===== src/rtl/afc_pkg.sv =====
// types, constants and helpers of the autorange frequency counter
// no dependencies
package afc_pkg;

	localparam int CFG_IDX_W    = 3;
	localparam int CFG_DATA_W   = 27;
	localparam int GATE_TICKS_W = 24;
	localparam int GATE_SCALE_W = 10;
	localparam int TICK_RATE_W  = 27;
	localparam int PRESCALE_W   = 9;
	localparam int THRESH_W     = 20;
	localparam int OFFSET_W     = 4;
	localparam int PHASE_W      = 8;
	localparam int FREQ_W       = 32;
	localparam int MUL_B_W      = 10;

	typedef enum logic [CFG_IDX_W-1:0] {
		CFG_GATE_TICKS  = 3'd0,
		CFG_GATE_SCALE  = 3'd1,
		CFG_TICK_RATE   = 3'd2,
		CFG_PRESCALE    = 3'd3,
		CFG_THRESHOLD   = 3'd4,
		CFG_CAL_OFFSET  = 3'd5
	} cfg_idx_t;

	typedef struct packed {
		logic [GATE_TICKS_W-1:0] gate_ticks;
		logic [GATE_SCALE_W-1:0] gate_scale;
		logic [TICK_RATE_W-1:0]  tick_rate;
		logic [PRESCALE_W-1:0]   prescale;
		logic [THRESH_W-1:0]     range_threshold_hz;
		logic [OFFSET_W-1:0]     calibration_offset;
	} cfg_t;

	localparam cfg_t CFG_RESET = '{
		gate_ticks:         24'd100000,
		gate_scale:         10'd10,
		tick_rate:          27'd1000000,
		prescale:           9'd4,
		range_threshold_hz: 20'd1000,
		calibration_offset: 4'd1
	};

	// measurement handed from front to back
	typedef struct packed {
		logic is_period;
		logic zero;
	} job_ctrl_t;

	// mode decision returned from back to front
	typedef struct packed {
		logic valid;
		logic period_mode;
	} mode_fb_t;

	typedef enum logic {
		FR_RUN,
		FR_WAIT
	} front_state_t;

	typedef enum logic [1:0] {
		BK_IDLE,
		BK_MUL,
		BK_DIV,
		BK_FIN
	} back_state_t;

	// zero acts as one, above 256 clamps to 256
	function automatic logic [PRESCALE_W-1:0] eff_prescale(input logic [PRESCALE_W-1:0] ps);
		logic [PRESCALE_W-1:0] r;
		if (ps == '0)
			r = 9'd1;
		else if (ps > 9'd256)
			r = 9'd256;
		else
			r = ps;
		return r;
	endfunction

endpackage


===== src/rtl/afc_queue.sv =====
// two-entry queue of measurement jobs between front and back
// no package dependency
module afc_queue #(
	parameter int DATA_W = 34
) (
	input  logic              clk,
	input  logic              arst_n,
	input  logic              push,
	input  logic [DATA_W-1:0] push_data,
	output logic              full,
	output logic              empty,
	input  logic              pop,
	output logic [DATA_W-1:0] pop_data
);

	localparam int DEPTH = 2;
	localparam int PTR_W = $clog2(DEPTH);

	logic [DATA_W-1:0] mem_q [DEPTH];
	logic [PTR_W-1:0]  wr_ptr_q;
	logic [PTR_W-1:0]  rd_ptr_q;
	logic [PTR_W:0]    count_q;

	assign full     = (count_q == (PTR_W+1)'(DEPTH));
	assign empty    = (count_q == '0);
	assign pop_data = mem_q[rd_ptr_q];

	always_ff @(posedge clk) begin
		if (push && !full)
			mem_q[wr_ptr_q] <= push_data;
	end

	always_ff @(posedge clk or negedge arst_n) begin
		if (!arst_n) begin
			wr_ptr_q <= '0;
			rd_ptr_q <= '0;
			count_q  <= '0;
		end else begin
			if (push && !full)
				wr_ptr_q <= wr_ptr_q + 1'b1;
			if (pop && !empty)
				rd_ptr_q <= rd_ptr_q + 1'b1;
			unique case ({push && !full, pop && !empty})
				2'b10:   count_q <= count_q + 1'b1;
				2'b01:   count_q <= count_q - 1'b1;
				default: count_q <= count_q;
			endcase
		end
	end

endmodule


===== src/rtl/afc_front.sv =====
// front part: takes ticks, counts edges or timestamps periods, queues finished measurements
// depends on afc_pkg
module afc_front #(
	parameter int COUNT_WIDTH = 32
) (
	input  logic                   clk,
	input  logic                   arst_n,
	input  logic                   tick_valid,
	output logic                   tick_ready,
	input  logic                   edge_req,
	input  logic                   abort,
	input  afc_pkg::cfg_t          cfg,
	input  afc_pkg::mode_fb_t      mode_fb,
	input  logic                   queue_full,
	output logic                   push,
	output afc_pkg::job_ctrl_t     push_ctrl,
	output logic [COUNT_WIDTH-1:0] push_count
);

	localparam logic [COUNT_WIDTH-1:0] COUNT_MAX = '1;

	afc_pkg::front_state_t state_q, state_d;

	logic                                  mode_q, mode_d;
	logic [afc_pkg::GATE_TICKS_W-1:0]      elapsed_q, elapsed_d;
	logic [COUNT_WIDTH-1:0]                edges_q, edges_d;
	logic [afc_pkg::PHASE_W-1:0]           phase_q, phase_d;
	logic [COUNT_WIDTH-1:0]                steps_q, steps_d;
	logic                                  captured_q, captured_d;

	logic [afc_pkg::PRESCALE_W-1:0]        ps_eff;
	logic [afc_pkg::PHASE_W:0]             phase_inc;
	logic [afc_pkg::PHASE_W-1:0]           phase_adv;
	logic [COUNT_WIDTH-1:0]                steps_adv;
	logic [afc_pkg::GATE_TICKS_W-1:0]      elapsed_inc;
	logic [COUNT_WIDTH-1:0]                edges_inc;

	assign ps_eff      = afc_pkg::eff_prescale(cfg.prescale);
	assign phase_inc   = {1'b0, phase_q} + 1'b1;
	assign elapsed_inc = elapsed_q + 1'b1;
	assign edges_inc   = (edge_req && edges_q != COUNT_MAX) ? edges_q + 1'b1 : edges_q;

	// prescaled timestamp advance once the first edge is seen
	always_comb begin
		phase_adv = phase_q;
		steps_adv = steps_q;
		if (captured_q) begin
			if (phase_inc >= ps_eff) begin
				phase_adv = '0;
				if (steps_q != COUNT_MAX)
					steps_adv = steps_q + 1'b1;
			end else begin
				phase_adv = phase_inc[afc_pkg::PHASE_W-1:0];
			end
		end
	end

	always_comb begin
		state_d    = state_q;
		mode_d     = mode_q;
		elapsed_d  = elapsed_q;
		edges_d    = edges_q;
		phase_d    = phase_q;
		steps_d    = steps_q;
		captured_d = captured_q;
		tick_ready = 1'b0;
		push       = 1'b0;
		push_ctrl  = '{is_period: 1'b0, zero: 1'b0};
		push_count = '0;
		unique case (state_q)
			afc_pkg::FR_RUN: begin
				tick_ready = !queue_full;
				if (tick_valid && !queue_full) begin
					if (abort) begin
						mode_d     = 1'b0;
						elapsed_d  = '0;
						edges_d    = '0;
						phase_d    = '0;
						steps_d    = '0;
						captured_d = 1'b0;
					end else if (!mode_q) begin
						if (elapsed_inc >= cfg.gate_ticks) begin
							push       = 1'b1;
							push_count = edges_inc;
							elapsed_d  = '0;
							edges_d    = '0;
							state_d    = afc_pkg::FR_WAIT;
						end else begin
							elapsed_d = elapsed_inc;
							edges_d   = edges_inc;
						end
					end else begin
						if (!edge_req) begin
							phase_d = phase_adv;
							steps_d = steps_adv;
						end else if (!captured_q) begin
							captured_d = 1'b1;
							phase_d    = '0;
							steps_d    = '0;
						end else begin
							push       = 1'b1;
							push_ctrl  = '{is_period: 1'b1, zero: (steps_adv == '0)};
							push_count = steps_adv;
							phase_d    = '0;
							steps_d    = '0;
							captured_d = 1'b0;
							state_d    = afc_pkg::FR_WAIT;
						end
					end
				end
			end
			afc_pkg::FR_WAIT: begin
				if (mode_fb.valid) begin
					mode_d  = mode_fb.period_mode;
					state_d = afc_pkg::FR_RUN;
				end
			end
			default: state_d = afc_pkg::FR_RUN;
		endcase
	end

	always_ff @(posedge clk or negedge arst_n) begin
		if (!arst_n)
			state_q <= afc_pkg::FR_RUN;
		else
			state_q <= state_d;
	end

	always_ff @(posedge clk or negedge arst_n) begin
		if (!arst_n) begin
			mode_q     <= 1'b0;
			elapsed_q  <= '0;
			edges_q    <= '0;
			phase_q    <= '0;
			steps_q    <= '0;
			captured_q <= 1'b0;
		end else begin
			mode_q     <= mode_d;
			elapsed_q  <= elapsed_d;
			edges_q    <= edges_d;
			phase_q    <= phase_d;
			steps_q    <= steps_d;
			captured_q <= captured_d;
		end
	end

endmodule


===== src/rtl/afc_back.sv =====
// back part: scales gate counts, divides for period results, picks the next mode
// depends on afc_pkg
module afc_back #(
	parameter int COUNT_WIDTH = 32
) (
	input  logic                               clk,
	input  logic                               arst_n,
	input  afc_pkg::cfg_t                      cfg,
	input  logic                               queue_empty,
	output logic                               pop,
	input  afc_pkg::job_ctrl_t                 pop_ctrl,
	input  logic [COUNT_WIDTH-1:0]             pop_count,
	output afc_pkg::mode_fb_t                  mode_fb,
	output logic                               result_valid,
	input  logic                               result_ready,
	output logic [afc_pkg::FREQ_W-1:0]         frequency_hz,
	output logic                               from_period_mode,
	output logic                               zero_period
);

	localparam int DW     = COUNT_WIDTH + afc_pkg::MUL_B_W;
	localparam int NUM_W  = afc_pkg::TICK_RATE_W;
	localparam int CMP_W  = (DW > NUM_W + 1) ? DW : NUM_W + 1;
	localparam int EXT_W  = (DW > afc_pkg::FREQ_W) ? DW : afc_pkg::FREQ_W + 1;
	localparam int ITER_W = $clog2(NUM_W);

	afc_pkg::back_state_t state_q, state_d;

	logic                          job_period_q;
	logic                          job_zero_q;
	logic [COUNT_WIDTH-1:0]        count_q;
	logic [DW-1:0]                 prod_q;
	logic [NUM_W-1:0]              rem_q;
	logic [NUM_W-1:0]              num_q;
	logic [ITER_W-1:0]             iter_q;

	logic                          result_valid_q;
	logic [afc_pkg::FREQ_W-1:0]    freq_out_q;
	logic                          period_out_q;
	logic                          zero_out_q;

	logic                          load;
	logic [afc_pkg::MUL_B_W-1:0]   mul_b;
	logic [NUM_W:0]                rem_sh;
	logic [CMP_W-1:0]              rem_ext;
	logic [CMP_W-1:0]              den_ext;
	logic [CMP_W-1:0]              diff;
	logic                          q_bit;
	logic [NUM_W-1:0]              rem_next;
	logic [EXT_W-1:0]              prod_ext;
	logic [afc_pkg::FREQ_W-1:0]    gate_freq;
	logic [afc_pkg::FREQ_W-1:0]    period_freq;
	logic [afc_pkg::FREQ_W-1:0]    freq_sel;
	logic                          next_mode;

	assign mul_b = job_period_q
		? afc_pkg::MUL_B_W'(afc_pkg::eff_prescale(cfg.prescale))
		: cfg.gate_scale;

	// one restoring division step
	assign rem_sh   = {rem_q, num_q[NUM_W-1]};
	assign rem_ext  = CMP_W'(rem_sh);
	assign den_ext  = CMP_W'(prod_q);
	assign q_bit    = (rem_ext >= den_ext);
	assign diff     = rem_ext - den_ext;
	assign rem_next = q_bit ? diff[NUM_W-1:0] : rem_sh[NUM_W-1:0];

	// result selection and range decision
	assign prod_ext    = EXT_W'(prod_q);
	assign gate_freq   = (|prod_ext[EXT_W-1:afc_pkg::FREQ_W]) ? '1
		: prod_ext[afc_pkg::FREQ_W-1:0];
	assign period_freq = afc_pkg::FREQ_W'(num_q) + afc_pkg::FREQ_W'(cfg.calibration_offset);
	assign freq_sel    = job_zero_q ? '0 : (job_period_q ? period_freq : gate_freq);
	assign next_mode   = !job_zero_q
		&& (freq_sel < afc_pkg::FREQ_W'(cfg.range_threshold_hz));

	always_comb begin
		state_d = state_q;
		pop     = 1'b0;
		load    = 1'b0;
		mode_fb = '{valid: 1'b0, period_mode: 1'b0};
		unique case (state_q)
			afc_pkg::BK_IDLE: begin
				if (!queue_empty) begin
					pop     = 1'b1;
					state_d = afc_pkg::BK_MUL;
				end
			end
			afc_pkg::BK_MUL: begin
				state_d = (job_period_q && !job_zero_q) ? afc_pkg::BK_DIV : afc_pkg::BK_FIN;
			end
			afc_pkg::BK_DIV: begin
				if (iter_q == '0)
					state_d = afc_pkg::BK_FIN;
			end
			afc_pkg::BK_FIN: begin
				if (!result_valid_q || result_ready) begin
					load    = 1'b1;
					mode_fb = '{valid: 1'b1, period_mode: next_mode};
					state_d = afc_pkg::BK_IDLE;
				end
			end
			default: state_d = afc_pkg::BK_IDLE;
		endcase
	end

	always_ff @(posedge clk or negedge arst_n) begin
		if (!arst_n)
			state_q <= afc_pkg::BK_IDLE;
		else
			state_q <= state_d;
	end

	always_ff @(posedge clk) begin
		if (pop) begin
			job_period_q <= pop_ctrl.is_period;
			job_zero_q   <= pop_ctrl.zero;
			count_q      <= pop_count;
		end
		if (state_q == afc_pkg::BK_MUL) begin
			prod_q <= DW'(count_q) * DW'(mul_b);
			rem_q  <= '0;
			num_q  <= cfg.tick_rate;
			iter_q <= ITER_W'(NUM_W - 1);
		end
		if (state_q == afc_pkg::BK_DIV) begin
			rem_q  <= rem_next;
			num_q  <= {num_q[NUM_W-2:0], q_bit};
			iter_q <= iter_q - 1'b1;
		end
		if (load) begin
			freq_out_q   <= freq_sel;
			period_out_q <= job_period_q;
			zero_out_q   <= job_zero_q;
		end
	end

	always_ff @(posedge clk or negedge arst_n) begin
		if (!arst_n)
			result_valid_q <= 1'b0;
		else if (load)
			result_valid_q <= 1'b1;
		else if (result_ready)
			result_valid_q <= 1'b0;
	end

	assign result_valid     = result_valid_q;
	assign frequency_hz     = freq_out_q;
	assign from_period_mode = period_out_q;
	assign zero_period      = zero_out_q;

endmodule


===== src/rtl/autorange_frequency_counter.sv =====
// one tick a cycle while measuring; after the tick that ends a measurement no tick is taken
// until the back part has the result: a gate result after the multiply, a period result after
// a 27-step restoring division, one quotient bit per cycle; the result then sits in an
// output register, once that is free, which frees the front for the next measurement
// asynchronous active-low reset returns counters, mode and configuration to their defaults
// top level: configuration registers, front, job queue and back; depends on afc_pkg
module autorange_frequency_counter #(
	parameter int COUNT_WIDTH = 32
) (
	input  logic                             clk,
	input  logic                             arst_n,
	input  logic                             tick_valid,
	output logic                             tick_ready,
	input  logic                             edge_req,
	input  logic                             abort,
	output logic                             result_valid,
	input  logic                             result_ready,
	output logic [afc_pkg::FREQ_W-1:0]       frequency_hz,
	output logic                             from_period_mode,
	output logic                             zero_period,
	input  logic                             cfg_we,
	input  logic [afc_pkg::CFG_IDX_W-1:0]    cfg_index,
	input  logic [afc_pkg::CFG_DATA_W-1:0]   cfg_data
);

	localparam int JOB_W = COUNT_WIDTH + $bits(afc_pkg::job_ctrl_t);

	afc_pkg::cfg_t          cfg_q;
	afc_pkg::mode_fb_t      mode_fb;
	afc_pkg::job_ctrl_t     push_ctrl;
	afc_pkg::job_ctrl_t     pop_ctrl;
	logic                   push;
	logic                   pop;
	logic                   queue_full;
	logic                   queue_empty;
	logic [COUNT_WIDTH-1:0] push_count;
	logic [COUNT_WIDTH-1:0] pop_count;
	logic [JOB_W-1:0]       pop_data;

	always_ff @(posedge clk or negedge arst_n) begin
		if (!arst_n) begin
			cfg_q <= afc_pkg::CFG_RESET;
		end else if (cfg_we) begin
			unique case (afc_pkg::cfg_idx_t'(cfg_index))
				afc_pkg::CFG_GATE_TICKS: cfg_q.gate_ticks <= cfg_data[afc_pkg::GATE_TICKS_W-1:0];
				afc_pkg::CFG_GATE_SCALE: cfg_q.gate_scale <= cfg_data[afc_pkg::GATE_SCALE_W-1:0];
				afc_pkg::CFG_TICK_RATE:  cfg_q.tick_rate <= cfg_data[afc_pkg::TICK_RATE_W-1:0];
				afc_pkg::CFG_PRESCALE:   cfg_q.prescale <= cfg_data[afc_pkg::PRESCALE_W-1:0];
				afc_pkg::CFG_THRESHOLD:
					cfg_q.range_threshold_hz <= cfg_data[afc_pkg::THRESH_W-1:0];
				afc_pkg::CFG_CAL_OFFSET:
					cfg_q.calibration_offset <= cfg_data[afc_pkg::OFFSET_W-1:0];
				default: cfg_q <= cfg_q;
			endcase
		end
	end

	afc_front #(
		.COUNT_WIDTH(COUNT_WIDTH)
	) u_front (
		.clk        (clk),
		.arst_n     (arst_n),
		.tick_valid (tick_valid),
		.tick_ready (tick_ready),
		.edge_req   (edge_req),
		.abort      (abort),
		.cfg        (cfg_q),
		.mode_fb    (mode_fb),
		.queue_full (queue_full),
		.push       (push),
		.push_ctrl  (push_ctrl),
		.push_count (push_count)
	);

	afc_queue #(
		.DATA_W(JOB_W)
	) u_queue (
		.clk       (clk),
		.arst_n    (arst_n),
		.push      (push),
		.push_data ({push_ctrl, push_count}),
		.full      (queue_full),
		.empty     (queue_empty),
		.pop       (pop),
		.pop_data  (pop_data)
	);

	assign pop_ctrl  = afc_pkg::job_ctrl_t'(pop_data[JOB_W-1:COUNT_WIDTH]);
	assign pop_count = pop_data[COUNT_WIDTH-1:0];

	afc_back #(
		.COUNT_WIDTH(COUNT_WIDTH)
	) u_back (
		.clk              (clk),
		.arst_n           (arst_n),
		.cfg              (cfg_q),
		.queue_empty      (queue_empty),
		.pop              (pop),
		.pop_ctrl         (pop_ctrl),
		.pop_count        (pop_count),
		.mode_fb          (mode_fb),
		.result_valid     (result_valid),
		.result_ready     (result_ready),
		.frequency_hz     (frequency_hz),
		.from_period_mode (from_period_mode),
		.zero_period      (zero_period)
	);

endmodule


===== config.mk =====
export PLATFORM = sky130hd
export DESIGN_NAME = autorange_frequency_counter
export DESIGN_NICKNAME = d
export VERILOG_FILES = /design/src/rtl/afc_pkg.sv /design/src/rtl/afc_queue.sv /design/src/rtl/afc_front.sv /design/src/rtl/afc_back.sv /design/src/rtl/autorange_frequency_counter.sv
export SDC_FILE = /design/constraint.sdc
export NUM_CORES = 2
export LEC_CHECK = 0
export BUFFER_PORTS_ARGS = -buffer_cell sky130_fd_sc_hd__buf_4
export CAP_MARGIN = 30
export CORE_ASPECT_RATIO = 1.2
export CORE_MARGIN = 1.5
export CORE_UTILIZATION = 58
export DETAILED_ROUTE_END_ITERATION = 10
export GPL_ROUTABILITY_DRIVEN = 0
export GPL_TIMING_DRIVEN = 0
export PLACE_DENSITY = 0.8
export SLEW_MARGIN = 20
export SYNTH_ARGS = -nofsm -noshare
export SYNTH_HDL_FRONTEND = slang
export SYNTH_SLANG_ARGS = --single-unit

===== constraint.sdc =====
create_clock -name clk -period 6.2 [get_ports clk]
set_input_delay 1.24 -clock clk [delete_from_list [all_inputs] [get_ports clk]]
set_output_delay 1.24 -clock clk [all_outputs]
set_load 0.02 [all_outputs]

After elaboration in Yosys (flattened, before gate mapping):

Memory sizes are Yosys's and may differ from the RTL's. A register that Yosys moved wholly into a read port is not among the register bits.
Cells that the tools add are included.

* register bits: 335
* memory bits (writable): 68
* input port bits: 37
* output and inout port bits: 36
* logic and storage cells: 178
* memories: 1

* add/subtract/negate cells: 11
* $mul: 1
* order comparisons: 5
* equal/unequal tests: 20
* muxes and demuxes: 78
* bitwise logic cells: 1
* reductions and logical operators: 36

Memory list
* u_queue.mem_q: words 2, width 34, read ports 1, clocked after memory_dff 1, write ports 1, RTL line afc_queue.sv:19 `logic [DATA_W-1:0] mem_q [DEPTH];`

Operators with widths (number)
* two-way mux 32 bit: 20
* two-way mux 27 bit: 5
* two-way mux 24 bit: 3
* adder 32 x 1 -> 32 bit, second input constant: 2
* != test 32 bit, second input constant: 2
* >= comparator 28 x 42 -> 1 bit: 1
* multiplier 32 x 10 -> 42 bit: 1
* two-way mux 8 bit: 5
* logical NOT 32 bit: 1
* less-than comparator 32 x 20 -> 1 bit: 1
* adder 27 x 4 -> 28 bit: 1
* subtractor 27 bit: 1
* two-way mux 1 bit: 25
* adder 24 x 1 -> 24 bit, second input constant: 1
* >= comparator 24 bit: 1
* two-way mux 2 bit: 11
* two-way mux 9 bit: 2
* AND reduction 2 bit: 6
* AND reduction 3 bit: 4
* two-way mux 10 bit: 1
* two-way mux 5 bit: 2
* nonzero test 2 bit: 5
* OR reduction 10 bit: 1
* adder 8 x 1 -> 9 bit, second input constant: 1
* other kinds (26): 49

Depth between registers and ports, before layout:

* depth after elaboration: 13
* mapped depth: 25

By module:

From an unflattened synthesis, not the netlist that was laid out.

* cells, all modules: 3182
* area, all modules: 33236.9 um2

Modules (own cells, without submodules)
* afc_back: instances 1, cells each 1935, area each 19065.8 um2, sequential area each 5149.9 um2
* afc_front: instances 1, cells each 921, area each 7668.6 um2, sequential area each 2477.4 um2
* autorange_frequency_counter: instances 1, cells each 202, area each 3701.0 um2, sequential area each 2381.0 um2
* afc_queue: instances 1, cells each 124, area each 2801.4 um2, sequential area each 2142.1 um2

Worst setup path before layout:

Ideal clock, no wire load.

* kind: flip-flop to flip-flop
* start point: register u_back.job_period_q (read register of u_queue.mem_q)
* end point: register u_back.prod_q[40] (netlist: u_back.den_ext[40]) (data pin)
* arrival: 6458 ps
* setup slack: -517 ps
* cell stages (with the launch flop): 24
* buffers on the path: 3
* period minus slack after synthesis: 6717 ps
* cell sequence: edfxtp_1 -> clkbuf_1 -> clkbuf_1 -> mux2i_1 -> clkbuf_1 -> nand2_1 -> fa_1 -> inv_1 -> fa_1 -> fa_1 -> fa_1 -> inv_1 -> fa_1 -> inv_1 -> ha_1 -> a21o_1 -> a21oi_1 -> nor4b_1 -> o211ai_1 -> o21bai_1 -> a311oi_1 -> o31ai_1 -> a41oi_1 -> xnor2_1

* word-level cells in the longest chain between the ends: 2

Ends and longest elaborated chain
* from (decl): RTL line afc_back.sv:29 `logic job_period_q;`
* two-way mux 10 bit: RTL line afc_back.sv:57 `? afc_pkg::MUL_B_W'(afc_pkg::eff_prescale(cfg.prescale))`
* multiplier 32 x 10 -> 42 bit: RTL line afc_back.sv:121 `prod_q <= DW'(count_q) * DW'(mul_b);`
* to (signal assigned): RTL line afc_back.sv:121
* to (decl): RTL line afc_back.sv:32 `logic [DW-1:0] prod_q;`

Every way passes these cells.
A chain may end at the register's enable or synchronous reset.

Worst setup path after layout:

* start point: register u_back.job_period_q (read register of u_queue.mem_q)
* end point: register u_back.prod_q[41] (netlist: u_back.den_ext[41]) (data pin)

The elaborated chain is that of the path after synthesis.

==> out/results.ini <==
[layout]
multi_input_area_um2=19400
finish.utilization_pct=67.15
drive_gt1_share_pct=15.75
fillers=3902
register_area_um2=12150
fin_nets=3846
syn_to_final_growth_pct=14.78
insertedDiodeCount=0

[timing]
rsz0062_at_grt=yes
finClkSkew_ns=0.01808
setup_viol=17
tightest_slew_ns=0.9753
hold_violations=0
fin_ws_ns=-0.4275
slew_violations=0
period_minus_slack_ns=6.627
fin_crit_sh_pct=106.9
achievable-frequency_mhz=150.9
slew_headroom_pct=34.98

[routing]
vias=25730
drtIter0Drc=2385
via_per_inst=6.183
top_layer=met4
wl_um=91200
antenna_left=0
drtPass1Iterations=8
routed-wl-met2_um=42950
route.met3.wl_um=7497
routedWlPerCell_um=21.91
drc=0
met1_length_um=33960

[synthesis]
syn_inst=3195
avgSynthCellArea_um2=10.21
yosysWarnings=0
ys_seq_elements=437
synth_fp_nets=3644
synth_most_common_cell=nand2_1
ys_async_sr_fraction_pct=45.77
synthXorXnorAreaFrac_pct=4.780
synth_area_leaders=edfxtp_1 22%, fa_1 15%, dfrtp_1 14%
synth_edf_count=237
synth_compound_gate_area_share_pct=10.79
synthesis.area_um2=32610
yosysSeqAreaShare_pct=37.26
synth_top_family_by_area=adder cells
synth_top_area_share_pct=21.82
synth_fa_ha_area_share_pct=21.33
synthSimpleGateAreaFrac_pct=15.76
yosys-top-cells-count=356 x nand2_1, 303 x inv_1, 240 x fa_1, 237 x edfxtp_1, 190 x and2_1
yosysTopAreaCell=edfxtp_1
ys.flop_type=edfxtp_1
synthMuxAreaShare_pct=4.612
synth_cell_types=81

[cts]
cts_buffer_depth=3
cts_max_level=2
cts_tree=yes
cts-hold-fix-buffers=0
cts.clk_slew.worst_paths_ns=0.06
insertion_delay_ns=0.59
clock_sinks=437
ctsRootBufferMaster=clkbuf_16
cts_buffers=46

[min_path]
min_path_cells=1
hold_path.class=reg2reg
hold_path_end=cfg_q[35]
hp-start=cfg_q[35]

[placement]
numPortBuffers=71
place_hpwl_um=64240

[flow_run]
cap_violations=0

[critical_path]
crit_path_max_fanout=5
cpLargestDelayFamily=adder cells
r2r_start=u_back.job_period_q
rr_endpoint=u_back.den_ext[41]
critical_path_class=reg2reg
start_kind=register
slowest_stage=fa_1
r2r_slack_ns=-0.43
slowest_delay_ns=0.58
ff2ff_path_depth=25
end_kind=register
worstPathArrival_ns=7.00
crit_buf_inv=9
crit_required_ns=6.57
cpMostUsedCell=fa_1

[global_route]
grt_pass1_vias=25990
antenna_found_initial=2
grt_pass1_wl_um=139700
grt_max_degree=84
grtUsageTotal_pct=31.07
overflow=0

[outcome]
outcome=finished with violations
violations=negative setup slack

[floorplanning]
dieArea_um2=57670
initial_core_util_pct=58.50
ioPinCount=73
num_rows=95
die_height_um=262.8
core_area_um2=55750
die_x_um=219.5

[through the flow]
step	setup slack, ns	hold slack [ns]	setup TNS, ns	std cells	cell area [um^2]
finish	-0.4275	0.5070	-5.088	4162	37430
global route	-0.5713	0.5255	-7.499	4162	37430
detailed placement	-1.290	0.4925	-21.45	4003	34340
global placement	-1.202	0.4798	-50.08	3993	34090
CTS	-0.3056	0.5062	-2.339	4134	36890
floorplan	0.0008149	0.4244	0	3195	32640
[worst register-to-register path: stages (launching register included)]
cell and delay [ns]:
edfxtp_1 0.53, buf_8 0.17, clkbuf_16 0.15, mux2i_4 0.37, buf_8 0.18, buf_6 0.12, buf_6 0.09, nand2_2 0.05
fa_1 0.51, inv_1 0.05, fa_1 0.50, fa_2 0.42, fa_1 0.58, inv_2 0.05, fa_1 0.51, inv_2 0.04
ha_4 0.25, a21oi_4 0.17, o21ai_2 0.11, a21oi_4 0.16, a211o_1 0.23, nand2_2 0.11, a31o_4 0.26, a311o_1 0.35
buf_4 0.15, o311ai_1 0.29
[registers in the layout, summed over array words and instances, names as in the netlist, 32 cells and up]
name / cells
u_back.den_ext: 42
cfg_q: 94
u_back.count_q: 32
u_front.edges_q: 32
u_back.frequency_hz: 32
u_queue.mem_q: 68
u_front.steps_q: 32
[worst max path at each step]
stage,start,end,slack [ns],depth (start not counted)
floorplan,u_back.job_period_q,u_back.den_ext[39],0.0008,22
global placement,u_back.job_period_q,u_back.den_ext[38],-1.20,22
detailed placement,u_back.job_period_q,u_back.den_ext[40],-1.29,21
CTS,u_back.job_period_q,u_back.den_ext[40],-0.31,22
global route,u_back.job_period_q,u_back.den_ext[39],-0.57,24
finish,u_back.job_period_q,u_back.den_ext[41],-0.43,25
[logic make-up after synthesis]
group,count (synthesis)
AOI/OAI and AO/OA,525
xor gates and xnor gates,178
adders and majority gates,412
buffers and inverters,467
DFF,437
muxes,137
and+or+nand+nor,1039
[per-layer routing]
| layer | vias to the layer above | global-route usage [%] |
|---|---|---|
| li1 | 11420 | - |
| met5 | - | 0 |
| met2 | 1378 | 49.99 |
| met1 | 12550 | 38.32 |
| met4 | 0 | 20.18 |
| met3 | 390 | 5.683 |
[cell type report]
type                    instances  area share, %
repair buffers                157          3.794
plain buffers                 159          2.343
clock buffers                  61          3.359
clock inverters                25         0.7086
well taps                     727          2.430
flip-flops and latches        437          32.46
inverters                     305          3.065
multi-input cells            2291          51.84
[timing repair]
action	4_1_cts	5_1_grt
pin swaps	56	81
setup buffers	45	28
gates resized for setup	160	94
gates cloned	3	0
endpoints found under the setup margin	30	23
[cell usage in the layout, fill, tap and decap left out, drive strengths merged, types with 34 or more instances in the layout]
cell	instances
nand2	356
inv	309
fa	240
edfxtp	237
buf	209
and2	190
dfrtp	177
ha	172
clkbuf	168
nor2	153
o21ai	141
mux2	106
a21oi	96
xnor2	93
xor2	85
nor3	78
nand3	72
nand4	54
a21o	44
and3	34
Power is left out: the tool's default activity adds up to more than one toggle a clock period on the data nets, which glitch-free logic cannot reach.
